$ cat src/design/rrc_pkg.sv
// ----------------------------------------------------------------------------
// Row-range cache package
// Field widths, entry word layout, command codes and the types shared by the
// sequencer and the scan unit.
// ----------------------------------------------------------------------------
package rrc_pkg;

    localparam int CAPACITY_DEFAULT = 16;

    // Item field widths.
    localparam int CMD_W   = 2;
    localparam int START_W = 31;
    localparam int COUNT_W = 16;
    localparam int STAMP_W = 48;
    localparam int USES_W  = 16;
    localparam int MAXE_W  = 5;
    localparam int OSLOT_W = 4;

    // Stream packing.
    localparam int IN_START_LSB = 0;
    localparam int IN_COUNT_LSB = IN_START_LSB + START_W;
    localparam int IN_NOW_LSB   = IN_COUNT_LSB + COUNT_W;
    localparam int IN_DATA_W    = ((IN_NOW_LSB + STAMP_W + 7) / 8) * 8;
    localparam int OUT_DATA_W   = OSLOT_W + COUNT_W + OSLOT_W;
    localparam int OUT_USER_W   = 4;

    // Entry word layout, the rank sits on top with a width set by the capacity.
    localparam int START_LSB = 0;
    localparam int LEN_LSB   = START_LSB + START_W;
    localparam int STAMP_LSB = LEN_LSB + COUNT_W;
    localparam int USES_LSB  = STAMP_LSB + STAMP_W;
    localparam int RANK_LSB  = USES_LSB + USES_W;

    // Eviction score is stamp minus uses times the weight.
    localparam int SCORE_WEIGHT = 1000;
    localparam int WEIGHT_W     = 10;
    localparam int PROD_W       = USES_W + WEIGHT_W;
    localparam int SCORE_W      = STAMP_W + 2;

    localparam logic [USES_W-1:0] USES_MAX          = {USES_W{1'b1}};
    localparam logic [MAXE_W-1:0] MAX_ENTRIES_RESET = 5'd16;

    typedef enum logic [CMD_W-1:0] {
        CMD_LOOKUP = 2'd0,
        CMD_INSERT = 2'd1,
        CMD_CLEAR  = 2'd2
    } t_cmd;

    typedef enum logic {
        MODE_MATCH,
        MODE_EVICT
    } t_scan_mode;

    typedef struct packed {
        logic exact_found;
        logic best_found;
        logic free_found;
    } t_scan_flags;

endpackage

$ cat src/design/rrc_entry_mem.sv
// ----------------------------------------------------------------------------
// Row-range cache entry memory
// One write port and one read port with registered read data, one entry word
// per slot.
// ----------------------------------------------------------------------------
module rrc_entry_mem #(
    parameter int DEPTH = 16,
    parameter int WIDTH = 8,
    localparam int ADDR_W = (DEPTH > 1) ? $clog2(DEPTH) : 1
) (
    input  logic              i_clk,
    input  logic              i_we,
    input  logic [ADDR_W-1:0] i_waddr,
    input  logic [WIDTH-1:0]  i_wdata,
    input  logic              i_re,
    input  logic [ADDR_W-1:0] i_raddr,
    output logic [WIDTH-1:0]  o_rdata
);

    logic [WIDTH-1:0] r_mem [DEPTH];
    logic [WIDTH-1:0] r_rdata;

    always_ff @(posedge i_clk) begin
        if (i_we) begin
            r_mem[i_waddr] <= i_wdata;
        end
    end

    always_ff @(posedge i_clk) begin
        if (i_re) begin
            r_rdata <= r_mem[i_raddr];
        end
    end

    assign o_rdata = r_rdata;

endmodule

$ cat src/design/rrc_scan_unit.sv
// ----------------------------------------------------------------------------
// Row-range cache scan unit
// Evaluates one entry word per cycle (match, cover and eviction score) in a
// registered stage and keeps the best, exact and first free slots of the pass.
// ----------------------------------------------------------------------------
module rrc_scan_unit #(
    parameter int CAPACITY = rrc_pkg::CAPACITY_DEFAULT,
    localparam int SLOT_W = (CAPACITY > 1) ? $clog2(CAPACITY) : 1,
    localparam int RANK_W = SLOT_W,
    localparam int WORD_W = rrc_pkg::RANK_LSB + RANK_W
) (
    input  logic                         i_clk,
    input  logic                         i_rst_n,
    input  logic                         i_clear,
    input  rrc_pkg::t_scan_mode          i_mode,
    input  logic                         i_vld,
    input  logic [SLOT_W-1:0]            i_slot,
    input  logic                         i_ent_valid,
    input  logic [WORD_W-1:0]            i_word,
    input  logic [rrc_pkg::START_W-1:0]  i_start,
    input  logic [rrc_pkg::COUNT_W-1:0]  i_count,
    output logic                         o_busy,
    output rrc_pkg::t_scan_flags         o_flags,
    output logic [SLOT_W-1:0]            o_exact_slot,
    output logic [SLOT_W-1:0]            o_best_slot,
    output logic [SLOT_W-1:0]            o_free_slot,
    output logic [RANK_W-1:0]            o_best_rank,
    output logic [rrc_pkg::COUNT_W-1:0]  o_best_offset
);

    import rrc_pkg::*;

    logic [START_W-1:0]        e_start;
    logic [COUNT_W-1:0]        e_len;
    logic [STAMP_W-1:0]        e_stamp;
    logic [USES_W-1:0]         e_uses;
    logic [RANK_W-1:0]         e_rank;
    logic [START_W:0]          e_end;
    logic [START_W:0]          q_end;
    logic [PROD_W-1:0]         e_prod;
    logic signed [SCORE_W-1:0] e_score;
    logic [START_W-1:0]        e_diff;

    logic                      r_s1_vld;
    logic                      r_s1_ok;
    logic                      r_s1_exact;
    logic                      r_s1_cover;
    logic signed [SCORE_W-1:0] r_s1_score;
    logic [RANK_W-1:0]         r_s1_rank;
    logic [SLOT_W-1:0]         r_s1_slot;
    logic [COUNT_W-1:0]        r_s1_off;

    logic                      r_exact_found;
    logic                      r_best_found;
    logic                      r_free_found;
    logic [SLOT_W-1:0]         r_exact_slot;
    logic [SLOT_W-1:0]         r_best_slot;
    logic [SLOT_W-1:0]         r_free_slot;
    logic [RANK_W-1:0]         r_best_rank;
    logic signed [SCORE_W-1:0] r_best_score;
    logic [COUNT_W-1:0]        r_best_off;

    logic                      take;

    assign e_start = i_word[START_LSB +: START_W];
    assign e_len   = i_word[LEN_LSB +: COUNT_W];
    assign e_stamp = i_word[STAMP_LSB +: STAMP_W];
    assign e_uses  = i_word[USES_LSB +: USES_W];
    assign e_rank  = i_word[RANK_LSB +: RANK_W];

    assign e_end   = (START_W+1)'(e_start) + (START_W+1)'(e_len);
    assign q_end   = (START_W+1)'(i_start) + (START_W+1)'(i_count);
    assign e_prod  = PROD_W'(e_uses) * PROD_W'(SCORE_WEIGHT);
    assign e_score = SCORE_W'(e_stamp) - SCORE_W'(e_prod);
    assign e_diff  = i_start - e_start;

    // Evaluation stage.
    always_ff @(posedge i_clk) begin
        if (!i_rst_n) begin
            r_s1_vld <= 1'b0;
        end else begin
            r_s1_vld <= i_vld;
        end
        r_s1_ok    <= i_ent_valid;
        r_s1_exact <= i_ent_valid && (e_start == i_start) && (e_len == i_count);
        r_s1_cover <= i_ent_valid && (e_start <= i_start) && (e_end >= q_end);
        r_s1_score <= e_score;
        r_s1_rank  <= e_rank;
        r_s1_slot  <= i_slot;
        r_s1_off   <= e_diff[COUNT_W-1:0];
    end

    // The lowest rank wins among covering entries; for eviction the lowest
    // score wins and equal scores fall back to the lowest rank.
    always_comb begin
        unique case (i_mode)
            MODE_EVICT: begin
                take = r_s1_ok && (!r_best_found || (r_s1_score < r_best_score) ||
                       ((r_s1_score == r_best_score) && (r_s1_rank < r_best_rank)));
            end
            MODE_MATCH: begin
                take = r_s1_cover && (!r_best_found || (r_s1_rank < r_best_rank));
            end
            default: begin
                take = 1'b0;
            end
        endcase
    end

    always_ff @(posedge i_clk) begin
        if (!i_rst_n) begin
            r_exact_found <= 1'b0;
            r_best_found  <= 1'b0;
            r_free_found  <= 1'b0;
        end else if (i_clear) begin
            r_exact_found <= 1'b0;
            r_best_found  <= 1'b0;
            r_free_found  <= 1'b0;
        end else if (r_s1_vld) begin
            if (take) begin
                r_best_found <= 1'b1;
                r_best_slot  <= r_s1_slot;
                r_best_rank  <= r_s1_rank;
                r_best_score <= r_s1_score;
                r_best_off   <= r_s1_off;
            end
            if ((i_mode == MODE_MATCH) && r_s1_exact) begin
                r_exact_found <= 1'b1;
                r_exact_slot  <= r_s1_slot;
            end
            // Slots arrive in ascending order, so the first empty one is kept.
            if (!r_s1_ok && !r_free_found) begin
                r_free_found <= 1'b1;
                r_free_slot  <= r_s1_slot;
            end
        end
    end

    assign o_busy              = r_s1_vld;
    assign o_flags.exact_found = r_exact_found;
    assign o_flags.best_found  = r_best_found;
    assign o_flags.free_found  = r_free_found;
    assign o_exact_slot        = r_exact_slot;
    assign o_best_slot         = r_best_slot;
    assign o_free_slot         = r_free_slot;
    assign o_best_rank         = r_best_rank;
    assign o_best_offset       = r_best_off;

endmodule

$ cat src/design/row_range_cache_with_scored_eviction_unit.sv
// ----------------------------------------------------------------------------
// Row-range cache with scored eviction
// Tag and replacement engine for a cache of row ranges. Each input beat carries
// a lookup, an insert or a clear; each produces exactly one result beat. The
// entries live in a single-port-write memory that one scan unit walks a slot a
// cycle. A lookup hit or an insert that needs no eviction goes through the scan,
// fetch, update and result states; a lookup miss goes from the scan straight to
// the result state. An insert that must evict makes two passes. A clear, an
// empty insert or an unused command goes from acceptance straight to the result
// state. The block takes one beat at a time and is ready again the cycle
// after its result is loaded; a finished result waits in the output register
// while the next beat is accepted, and a second finished result holds the block
// until the first one is taken. The max_entries register resets to 16 and is
// written only while the block is idle; a write offered in the same cycle as an
// input beat goes first.
// ----------------------------------------------------------------------------
module row_range_cache_with_scored_eviction_unit #(
    parameter int CAPACITY = rrc_pkg::CAPACITY_DEFAULT
) (
    input  logic                            i_clk,
    input  logic                            i_rst_n,
    input  logic                            s_axis_tvalid,
    output logic                            s_axis_tready,
    // start_row, row_count, now_ms, zero pad
    input  logic [rrc_pkg::IN_DATA_W-1:0]   s_axis_tdata,
    // cmd
    input  logic [rrc_pkg::CMD_W-1:0]       s_axis_tuser,
    output logic                            m_axis_tvalid,
    input  logic                            m_axis_tready,
    // slot, row_offset, evicted_slot
    output logic [rrc_pkg::OUT_DATA_W-1:0]  m_axis_tdata,
    // hit, exact_match, evicted, stored
    output logic [rrc_pkg::OUT_USER_W-1:0]  m_axis_tuser,
    input  logic                            i_cfg_valid,
    output logic                            o_cfg_ready,
    input  logic [rrc_pkg::MAXE_W-1:0]      i_cfg_data
);

    import rrc_pkg::*;

    localparam int SLOT_W = (CAPACITY > 1) ? $clog2(CAPACITY) : 1;
    localparam int RANK_W = SLOT_W;
    localparam int CNT_W  = $clog2(CAPACITY + 1);
    localparam int CMP_W  = (CNT_W > MAXE_W) ? CNT_W : MAXE_W;
    localparam int WORD_W = RANK_LSB + RANK_W;

    typedef enum logic [2:0] {
        ST_IDLE,
        ST_SCAN,
        ST_FETCH,
        ST_UPDATE,
        ST_RESULT
    } t_state;

    typedef enum logic [1:0] {
        UPD_TOUCH,
        UPD_RESET,
        UPD_APPEND
    } t_upd;

    t_state             r_state;
    t_cmd               r_cmd;
    t_scan_mode         r_mode;
    t_upd               r_upd;
    logic [START_W-1:0] r_start;
    logic [COUNT_W-1:0] r_count;
    logic [STAMP_W-1:0] r_now;
    logic [MAXE_W-1:0]  r_max;
    logic [CAPACITY-1:0] r_valid;
    logic [CNT_W-1:0]   r_used;
    logic [SLOT_W-1:0]  r_addr;
    logic               r_issue;
    logic               r_p1_vld;
    logic [SLOT_W-1:0]  r_p1_slot;
    logic [SLOT_W-1:0]  r_tgt;
    logic               r_hit;
    logic               r_exact;
    logic [COUNT_W-1:0] r_off;
    logic               r_ev;
    logic [SLOT_W-1:0]  r_ev_slot;
    logic [RANK_W-1:0]  r_ev_rank;
    logic               r_stored;

    logic               r_ovld;
    logic               r_o_hit;
    logic               r_o_exact;
    logic [OSLOT_W-1:0] r_o_slot;
    logic [COUNT_W-1:0] r_o_off;
    logic               r_o_ev;
    logic [OSLOT_W-1:0] r_o_evslot;
    logic               r_o_stored;

    t_cmd               in_cmd;
    logic [START_W-1:0] in_start;
    logic [COUNT_W-1:0] in_count;
    logic [STAMP_W-1:0] in_now;
    logic               accept;
    logic               evict_need;
    logic               scan_done;
    logic               scan_clear;

    logic               mem_we;
    logic [SLOT_W-1:0]  mem_waddr;
    logic [WORD_W-1:0]  mem_wdata;
    logic               mem_re;
    logic [SLOT_W-1:0]  mem_raddr;
    logic [WORD_W-1:0]  mem_rdata;
    logic [RANK_W-1:0]  rd_rank;
    logic [USES_W-1:0]  rd_uses;

    logic               scan_busy;
    t_scan_flags        scan_flags;
    logic [SLOT_W-1:0]  exact_slot;
    logic [SLOT_W-1:0]  best_slot;
    logic [SLOT_W-1:0]  free_slot;
    logic [RANK_W-1:0]  best_rank;
    logic [COUNT_W-1:0] best_offset;

    assign in_cmd   = t_cmd'(s_axis_tuser);
    assign in_start = s_axis_tdata[IN_START_LSB +: START_W];
    assign in_count = s_axis_tdata[IN_COUNT_LSB +: COUNT_W];
    assign in_now   = s_axis_tdata[IN_NOW_LSB +: STAMP_W];

    // A configuration write takes the idle cycle before a beat offered alongside it.
    assign s_axis_tready = (r_state == ST_IDLE) && !i_cfg_valid;
    assign accept        = s_axis_tvalid && s_axis_tready;
    assign o_cfg_ready   = (r_state == ST_IDLE);

    // The table evicts at the programmed limit, and always once it is full.
    assign evict_need = (r_used != '0) &&
                        ((CMP_W'(r_used) >= CMP_W'(r_max)) || (r_used == CNT_W'(CAPACITY)));

    assign scan_done  = (r_state == ST_SCAN) && !r_issue && !r_p1_vld && !scan_busy;
    assign scan_clear = ((r_state == ST_IDLE) && accept) ||
                        (scan_done && (r_mode == MODE_EVICT));

    assign rd_rank = mem_rdata[RANK_LSB +: RANK_W];
    assign rd_uses = mem_rdata[USES_LSB +: USES_W];

    assign mem_re    = ((r_state == ST_SCAN) && r_issue) || (r_state == ST_FETCH);
    assign mem_raddr = (r_state == ST_FETCH) ? r_tgt : r_addr;

    // Write port: rank close-up during the pass after an eviction, and the
    // final entry update.
    always_comb begin
        mem_we    = 1'b0;
        mem_waddr = r_p1_slot;
        mem_wdata = mem_rdata;
        if ((r_state == ST_SCAN) && r_ev && r_p1_vld && r_valid[r_p1_slot] &&
            (rd_rank > r_ev_rank)) begin
            mem_we                           = 1'b1;
            mem_wdata[RANK_LSB +: RANK_W]    = rd_rank - RANK_W'(1);
        end else if (r_state == ST_UPDATE) begin
            mem_we    = 1'b1;
            mem_waddr = r_tgt;
            unique case (r_upd)
                UPD_TOUCH: begin
                    mem_wdata[STAMP_LSB +: STAMP_W] = r_now;
                    mem_wdata[USES_LSB +: USES_W]   = (rd_uses == USES_MAX) ?
                                                      rd_uses : rd_uses + USES_W'(1);
                end
                UPD_RESET: begin
                    mem_wdata[STAMP_LSB +: STAMP_W] = r_now;
                    mem_wdata[USES_LSB +: USES_W]   = '0;
                end
                UPD_APPEND: begin
                    mem_wdata = {RANK_W'(r_used), USES_W'(0), r_now, r_count, r_start};
                end
                default: begin
                    mem_we = 1'b0;
                end
            endcase
        end
    end

    rrc_entry_mem #(
        .DEPTH (CAPACITY),
        .WIDTH (WORD_W)
    ) u_mem (
        .i_clk   (i_clk),
        .i_we    (mem_we),
        .i_waddr (mem_waddr),
        .i_wdata (mem_wdata),
        .i_re    (mem_re),
        .i_raddr (mem_raddr),
        .o_rdata (mem_rdata)
    );

    rrc_scan_unit #(
        .CAPACITY (CAPACITY)
    ) u_scan (
        .i_clk         (i_clk),
        .i_rst_n       (i_rst_n),
        .i_clear       (scan_clear),
        .i_mode        (r_mode),
        .i_vld         (r_p1_vld),
        .i_slot        (r_p1_slot),
        .i_ent_valid   (r_valid[r_p1_slot]),
        .i_word        (mem_rdata),
        .i_start       (r_start),
        .i_count       (r_count),
        .o_busy        (scan_busy),
        .o_flags       (scan_flags),
        .o_exact_slot  (exact_slot),
        .o_best_slot   (best_slot),
        .o_free_slot   (free_slot),
        .o_best_rank   (best_rank),
        .o_best_offset (best_offset)
    );

    always_ff @(posedge i_clk) begin
        if (!i_rst_n) begin
            r_state  <= ST_IDLE;
            r_valid  <= '0;
            r_used   <= '0;
            r_max    <= MAX_ENTRIES_RESET;
            r_issue  <= 1'b0;
            r_p1_vld <= 1'b0;
            r_ev     <= 1'b0;
            r_ovld   <= 1'b0;
        end else begin
            if (i_cfg_valid && o_cfg_ready) begin
                r_max <= i_cfg_data;
            end
            r_p1_vld  <= (r_state == ST_SCAN) && r_issue;
            r_p1_slot <= r_addr;
            // In the result state the output register is either reloaded or held.
            if (m_axis_tready && (r_state != ST_RESULT)) begin
                r_ovld <= 1'b0;
            end

            unique case (r_state)
                ST_IDLE: begin
                    if (accept) begin
                        r_cmd     <= in_cmd;
                        r_start   <= in_start;
                        r_count   <= in_count;
                        r_now     <= in_now;
                        r_hit     <= 1'b0;
                        r_exact   <= 1'b0;
                        r_off     <= '0;
                        r_ev      <= 1'b0;
                        r_ev_slot <= '0;
                        r_ev_rank <= '0;
                        r_stored  <= 1'b0;
                        r_tgt     <= '0;
                        r_addr    <= '0;
                        unique case (in_cmd)
                            CMD_LOOKUP: begin
                                r_mode  <= MODE_MATCH;
                                r_issue <= 1'b1;
                                r_state <= ST_SCAN;
                            end
                            CMD_INSERT: begin
                                if (in_count == '0) begin
                                    r_state <= ST_RESULT;
                                end else begin
                                    r_mode  <= evict_need ? MODE_EVICT : MODE_MATCH;
                                    r_issue <= 1'b1;
                                    r_state <= ST_SCAN;
                                end
                            end
                            CMD_CLEAR: begin
                                r_valid <= '0;
                                r_used  <= '0;
                                r_state <= ST_RESULT;
                            end
                            default: begin
                                r_state <= ST_RESULT;
                            end
                        endcase
                    end
                end

                ST_SCAN: begin
                    if (r_issue) begin
                        if (r_addr == SLOT_W'(CAPACITY - 1)) begin
                            r_issue <= 1'b0;
                        end else begin
                            r_addr <= r_addr + SLOT_W'(1);
                        end
                    end
                    if (scan_done) begin
                        if (r_mode == MODE_EVICT) begin
                            if (scan_flags.best_found) begin
                                r_valid[best_slot] <= 1'b0;
                                r_used             <= r_used - CNT_W'(1);
                                r_ev               <= 1'b1;
                                r_ev_slot          <= best_slot;
                                r_ev_rank          <= best_rank;
                            end
                            // Second pass: exact match, free slot and rank close-up.
                            r_mode  <= MODE_MATCH;
                            r_addr  <= '0;
                            r_issue <= 1'b1;
                        end else if (r_cmd == CMD_LOOKUP) begin
                            if (scan_flags.exact_found) begin
                                r_hit   <= 1'b1;
                                r_exact <= 1'b1;
                                r_tgt   <= exact_slot;
                                r_upd   <= UPD_TOUCH;
                                r_state <= ST_FETCH;
                            end else if (scan_flags.best_found) begin
                                // A covering entry is touched even for zero rows.
                                r_hit   <= (r_count != '0);
                                r_tgt   <= best_slot;
                                r_off   <= best_offset;
                                r_upd   <= UPD_TOUCH;
                                r_state <= ST_FETCH;
                            end else begin
                                r_state <= ST_RESULT;
                            end
                        end else begin
                            if (scan_flags.exact_found) begin
                                r_exact  <= 1'b1;
                                r_stored <= 1'b1;
                                r_tgt    <= exact_slot;
                                r_upd    <= UPD_RESET;
                                r_state  <= ST_FETCH;
                            end else if (scan_flags.free_found) begin
                                r_stored <= 1'b1;
                                r_tgt    <= free_slot;
                                r_upd    <= UPD_APPEND;
                                r_state  <= ST_FETCH;
                            end else begin
                                r_state <= ST_RESULT;
                            end
                        end
                    end
                end

                ST_FETCH: begin
                    r_state <= ST_UPDATE;
                end

                ST_UPDATE: begin
                    if (r_upd == UPD_APPEND) begin
                        r_valid[r_tgt] <= 1'b1;
                        r_used         <= r_used + CNT_W'(1);
                    end
                    r_state <= ST_RESULT;
                end

                ST_RESULT: begin
                    if (!r_ovld || m_axis_tready) begin
                        r_ovld     <= 1'b1;
                        r_o_hit    <= r_hit;
                        r_o_exact  <= r_exact;
                        r_o_slot   <= OSLOT_W'(r_tgt);
                        r_o_off    <= r_off;
                        r_o_ev     <= r_ev;
                        r_o_evslot <= OSLOT_W'(r_ev_slot);
                        r_o_stored <= r_stored;
                        r_state    <= ST_IDLE;
                    end
                end

                default: begin
                    r_state <= ST_IDLE;
                end
            endcase
        end
    end

    assign m_axis_tvalid = r_ovld;
    assign m_axis_tdata  = {r_o_evslot, r_o_off, r_o_slot};
    assign m_axis_tuser  = {r_o_stored, r_o_ev, r_o_exact, r_o_hit};

    a_used_tracks_valid: assert property (@(posedge i_clk) disable iff (!i_rst_n)
        $countones(r_valid) == int'(r_used))
        else $error("entry count differs from the number of valid slots");

    a_no_write_when_idle: assert property (@(posedge i_clk) disable iff (!i_rst_n)
        (r_state == ST_IDLE) |-> !mem_we)
        else $error("entry memory written while no beat is in progress");

    a_evict_leaves_room: assert property (@(posedge i_clk) disable iff (!i_rst_n)
        $rose(r_ev) |-> (r_used < CNT_W'(CAPACITY)))
        else $error("eviction did not free a slot");

endmodule

$ cat config.mk
export PLATFORM = sky130hd
export DESIGN_NAME = row_range_cache_with_scored_eviction_unit
export DESIGN_NICKNAME = d
export VERILOG_FILES = /design/src/design/rrc_pkg.sv /design/src/design/rrc_entry_mem.sv /design/src/design/rrc_scan_unit.sv /design/src/design/row_range_cache_with_scored_eviction_unit.sv
export SDC_FILE = /design/constraint.sdc
export NUM_CORES = 2
export LEC_CHECK = 0
export ABC_AREA = 1
export BUFFER_PORTS_ARGS = -buffer_cell sky130_fd_sc_hd__clkbuf_2
export CELL_PAD_IN_SITES_DETAIL_PLACEMENT = 0
export CELL_PAD_IN_SITES_GLOBAL_PLACEMENT = 1
export CORE_UTILIZATION = 44
export DETAILED_ROUTE_END_ITERATION = 7
export PLACE_DENSITY_LB_ADDON = 0.1
export SLEW_MARGIN = 0
export SYNTH_ARGS = -nofsm -noshare
export SYNTH_HDL_FRONTEND = slang
export SYNTH_SLANG_ARGS = --single-unit
$ cat constraint.sdc
create_clock -name i_clk -period 29.9 [get_ports i_clk]
set_input_delay 1.495 -clock i_clk [delete_from_list [all_inputs] [get_ports i_clk]]
set_output_delay 1.495 -clock i_clk [all_outputs]
set_load 0.01 [all_outputs]
# Yosys cells after proc, flatten, opt, wreduce, memory -nomap -nowiden
# Memories as Yosys holds them, arrays and structs flattened. A register that Yosys moved wholly into a read port is not among the register bits.
# Index checks and enable logic that the tools add are counted.
# op_classes
addsub,9
n_mul,1
n_div,0
n_lt_le_gt_ge,11
n_eq_ne,34
shift,0
muxes,119
bitwise,6
reduce_logical,75
# ops
op,n
16-bit 2-to-1 mux,13
64-bit case mux with 2 select lines,1
115-bit 2-to-1 mux,1
111-bit 2-to-1 mux,1
4-bit 2-to-1 mux,22
31-bit by 16-bit adder with 32-bit output,2
50-bit == test,1
50-bit less-than comparator,1
48-bit by 26-bit subtractor with 49-bit output,1
16-bit case mux with 3 select lines,1
47-bit 2-to-1 mux,1
1-bit 2-to-1 mux,38
32-bit greater-or-equal comparator,1
16-bit case mux with 2 select lines,1
4-bit case mux with 2 select lines,4
31-bit == test,1
31-bit less-or-equal comparator,1
3-bit 2-to-1 mux,10
5-bit 2-to-1 mux,6
7-bit AND reduction,4
1-bit logical AND,26
6-bit AND reduction,4
16-bit by 7-bit multiplier with 23-bit output (second input constant),1
4-bit AND reduction,5
other kinds (52),108
# totals
register_bits,363
latchBits,0
ramBits,1840
mem_bits_ro,0
inputBits,108
out_inout_bits,31
wordCells,303
n_memories,1
# memory_table
name,words,word_bits,read_ports,rd_ports_with_merged_regs,wr,line_no,source
u_mem.r_mem,16,115,1,1,1,rrc_entry_mem.sv:20,logic [WIDTH-1:0] r_mem [DEPTH];

# Depth between registers and ports, before layout
# depth
ltp_word,10
mapped_depth,27
depth_no_buf,27

# Cells and area by module
# A second synthesis with hierarchy kept.
# hier_totals
hier_cells,10505
area_unflattened_um2,107063.9
# by_module_without_submodules
mod,n_inst,cells_each,area_each_um2,seq_area_each_um2
rrc_entry_mem,1,7542,81797.2,58706.3
rrc_scan_unit,1,1802,14901.8,4033.9
row_range_cache_with_scored_eviction_unit,1,1161,10364.9,5675.4

# Worst setup path before layout
# OpenSTA, ideal clock, no wires.
# synth_timing
path_kind,reg-to-reg
startpoint,reg r_state[0]
endpoint,"reg u_mem.r_rdata[0] (netlist: u_mem.o_rdata[0]), read port of u_mem.r_mem (enable)"
setup_ps,748
arrival_time_ps,9096
t_required_ps,29152
path_slack_ps,20056
path_stages_with_launch,7
path_buffers,2
period_less_slack_ps,9844
cell_sequence,dfxtp_1 > nand2_2 > nor2_4 > inv_2 > buf_2 > clkbuf_1 > o21ai_0
# synth_between
elab_chain_cells,3
word_cells_on_any_way,5
classes_between,eq/ne (2); mux (1); reduce/logical (2)
# synth_rtl
element,line_no,source
"start, declared",row_range_cache_with_scored_eviction_unit.sv:61,t_state r_state;
"start signal, assigned",row_range_cache_with_scored_eviction_unit.sv:213,r_state <= ST_IDLE;
"start signal, assigned",row_range_cache_with_scored_eviction_unit.sv:252,r_state <= ST_SCAN;
"start signal, assigned",row_range_cache_with_scored_eviction_unit.sv:256,r_state <= ST_RESULT;
3-bit by 1-bit == test with 1-bit output,row_range_cache_with_scored_eviction_unit.sv:140,assign mem_re = ((r_state == ST_SCAN) && r_issue) || (r_state == ST_FETCH);
1-bit logical AND,row_range_cache_with_scored_eviction_unit.sv:140,
1-bit logical OR (*),row_range_cache_with_scored_eviction_unit.sv:140,
named net mem_re,row_range_cache_with_scored_eviction_unit.sv:105,logic mem_re;
"end, declared",rrc_entry_mem.sv:21,logic [WIDTH-1:0] r_rdata;
# Mark *: on every way through the listed nets, which the timed path passes. The rest lies on a longest branch.
# A chain may end at the register's enable or synchronous reset.

# Final worst setup path
# layout_timing
startpoint,"reg u_mem.r_rdata[96] (netlist: u_mem.o_rdata[96]), read port of u_mem.r_mem"
endpoint,reg u_scan.r_s1_score[39]
# layout_between
elab_chain_cells,2
# layout_rtl
element,line_no,source
16-bit by 7-bit multiplier with 23-bit output,rrc_scan_unit.sv:73,assign e_prod = PROD_W'(e_uses) * PROD_W'(SCORE_WEIGHT);
48-bit by 26-bit subtractor with 49-bit output,rrc_scan_unit.sv:74,assign e_score = SCORE_W'(e_stamp) - SCORE_W'(e_prod);
named net u_scan.e_score[39],rrc_scan_unit.sv:41,logic signed [SCORE_W-1:0] e_score;
"end signal, assigned",rrc_scan_unit.sv:87,r_s1_score <= e_score;
"end, declared",rrc_scan_unit.sv:48,logic signed [SCORE_W-1:0] r_s1_score;
# The timed path passes the listed nets, and every way through them passes these cells.

==> results.yml <==
yosys:
  synth-simple-area-share_pct: 8.73
  synth_xor_xnor_area_share_pct: 1.34
  synth_edf_count: 2203
  synth_compound_area_share_pct: 12.1
  yosysTopAreaCellShare_pct: 67.3
  synthArstFlopShare_pct: 0
  syn_inst: 7766
  synth_ff_type: "edfxtp_1"
  synth_area_leaders: "edfxtp_1 (67%), o21ai_0 (4.9%), nor2_1 (4.6%)"
  seq_area_frac_synth_pct: 69.6
  synth_top_area_cell: "edfxtp_1"
  ys_warn_count: 0
  synth_mux_area_share_pct: 0.138
  synth_top_family_by_area: "compound AO/OA/AOI/OAI gates"
  ys_types: 54
  syn-num-nets: 8187
  synth-seq-cells: 2316
  synth_fa_ha_area_share_pct: 4.44
  syn_area_um2: 98200
  synth_area_per_cell_um2: 12.6
flow_run:
  maxCapViolCount: 0
setup_path:
  worstSetupStartpoint: "u_mem.o_rdata[96]"
  rr_startpoint: "u_mem.o_rdata[96]"
  crit_path_end_kind: "register"
  crit_type: "register to register"
  crit_fanout: 5
  cp-start-kind: "register"
  worst-r2r-cell-count: 23
  crit_required_ps: 30690
  cp.arrival_ps: 7760
worst_hold_path:
  hp-class: "register to register"
  min_path_cells: 0
  hp-start: "u_scan.r_s1_off[0]"
drt:
  first_pass_iters: 6
  dr.first_iter.drc_count: 6011
  finalWirelength_um: 275000
  via_per_inst: 5.67
  drtAntennaViolNets: 0
  drcViolationCount: 0
  vias: 62700
  wire_per_inst_um: 24.9
sta:
  finalCritPeriodShare_pct: 23.3
  setup_viol: 0
  worst_slack_ps: 22930
  skew_ps: 33.9
  fmax_ghz: 0.144
  max_slew_margin_pct: 15.1
  rsz0062_at_grt: "no"
  final_max_slew_viol_count: 0
  min_period_ps: 6970
  tns_ps: 0
  worstMarginPinSlew_ps: 1270
  finalHoldViolations: 0
placement:
  port_buffers: 137
  hpwl_um: 149000
  place.gp.congestion: 0.865
  pre_cts_ws_ps: 23020
clock_tree:
  cts.sinks: 2316
  cts_resized: 0
  tritoncts: "built"
  post-cts-setup-buffer-count: 0
  root_buffer: "clkbuf_16"
  clkLatencyLatePin_ps: 880
  postCtsHoldBufs: 0
  clk_pin_slew_ps: 60
  numCtsBuffers: 240
  cts_max_level: 4
  cts_max_path_buffers: 3
layout:
  drive_above_1_share_pct: 8.68
  synthToLayoutAreaGrowth_pct: 12.0
  mostFrequentLayoutCell: "edfxtp_1"
  final_nets: 8295
  mostFrequentLayoutCells: "edfxtp_1 (2203), nor2_1 (1193), o21ai_0 (961)"
  utilization_pct: 49.5
global_routing:
  grt_first_pass_wirelength_um: 401000
  grt.total_usage_pct: 24.2
  grt_max_degree: 214
  antenna_found_initial: 4
  grt_overflow_total: 0
  grt_pass1_vias: 60200
floorplan:
  pin_count: 139
  die-area_um2: 225000
  start_util_pct: 44.2
  fp.dieW_um: 474
  die_height_um: 474
  coreArea_um2: 222000
  rows: 173
run_status:
  outcome: "finished, final reports clean"
power_and_ir_drop:
  ir_drop_v: 0.0000575
  power_density_nw_per_um2: 66.5
  leakage_nw: 37.9
## cell type report
| class | instances | area, um^2 |
|---|---|---|
| sequential | 2316 | 68400 |
| inverter | 438 | 1680 |
| timing repair buffer | 291 | 1970 |
| clock inverter | 108 | 1150 |
| clock buffer | 329 | 6680 |
| tap | 2975 | 3720 |
| fill | 19600 | 112000 |
| multi-input combinational | 4587 | 26400 |
| antenna | 2 | 5.00 |
## Yosys cell counts, drive strengths merged, types with 3 or more instances
| master | count |
|---|---|
| a211oi | 8 |
| a21boi | 5 |
| a21o | 9 |
| a21oi | 213 |
| a31oi | 16 |
| buf | 215 |
| clkbuf | 210 |
| dfxtp | 113 |
| edfxtp | 2203 |
| fa | 59 |
| ha | 254 |
| inv | 438 |
| mux2 | 12 |
| nand2 | 576 |
| nand3 | 216 |
| nand3b | 4 |
| nand4 | 33 |
| nor2 | 1219 |
| nor3 | 50 |
| nor4 | 19 |
| o2111ai | 3 |
| o211ai | 146 |
| o21a | 6 |
| o21ai | 1108 |
| o21bai | 4 |
| o221ai | 331 |
| o22ai | 130 |
| or2 | 5 |
| xnor2 | 47 |
| xor2 | 103 |
## path summary, 6_finish.rpt
path                            slack (ps)                       to
worst max-delay path                 22930    u_scan.r_s1_score[39]
worst max register to register       22930    u_scan.r_s1_score[39]
worst min register to register         400  u_scan.o_best_offset[0]
worst min-delay path                   400  u_scan.o_best_offset[0]
## through the flow
stage	hold slack [ps]	instance area [um^2]	instances	power (W)
after global placement	390	102000	10600	0.00439
after global routing	409	110000	11000	0.00758
after floorplan	346	98200	7766	0.00417
after CTS	401	110000	11000	0.00738
final	403	110000	11000	0.00731
after detailed placement	389	102000	10600	0.00440
## power breakdown
part / switching, W / internal [W] / leakage, nW
registers: 0.0000271 / 0.00357 / 20.8
clock network: 0.00123 / 0.00175 / 3.84
logic: 0.000507 / 0.000229 / 13.3
total: 0.00176 / 0.00555 / 37.9
## registers in the layout, indices dropped and copies added, names as in the netlist, 5 cells and up
name,cells
r_count,16
u_scan.r_s1_score,49
u_scan.o_best_offset,16
r_off,16
u_mem.r_mem,1840
r_o_off,16
u_scan.r_s1_off,16
r_used,5
u_mem.o_rdata,115
u_scan.r_best_score,49
r_now,48
r_start,31
r_max,5
r_valid,16
## routing by layer
layer,up-vias,track usage (%),wire (um),share of wire [%]
met4,0,6.23,6400,2.3
met5,-,0,0,0
met2,1910,38.8,129000,47
met1,31500,34.4,124000,45
met3,390,3.45,16400,5.9
li1,28800,-,-,-
## cell families (layout without fill, tap and decap cells)
family,Yosys count,count (layout)
multiplexers,12,12
XOR/XNOR,150,150
buffers and inverters,863,1166
AND/OR/NAND/NOR,2127,2127
adder cells (fa/ha/maj),313,313
AO/OA/AOI/OAI,1985,1985
other,0,2
flip-flops,2316,2316
## critical path, cell delays in order (launching register included)
cell and delay, ps:
edfxtp_1 580, inv_1 230, fa_1 610, fa_1 440
fa_1 480, fa_1 490, inv_1 40, ha_1 340
nand2_1 80, o21ai_0 250, a21oi_1 120, o21ai_0 440
a21oi_1 190, o21ai_0 230, xor2_1 350, ha_1 350
a21oi_1 230, inv_1 70, a21oi_1 170, o21ai_0 120
a21boi_0 500, nand2_1 230, nor2_1 190, xor2_1 150
Power figures use the tool's default switching activity.
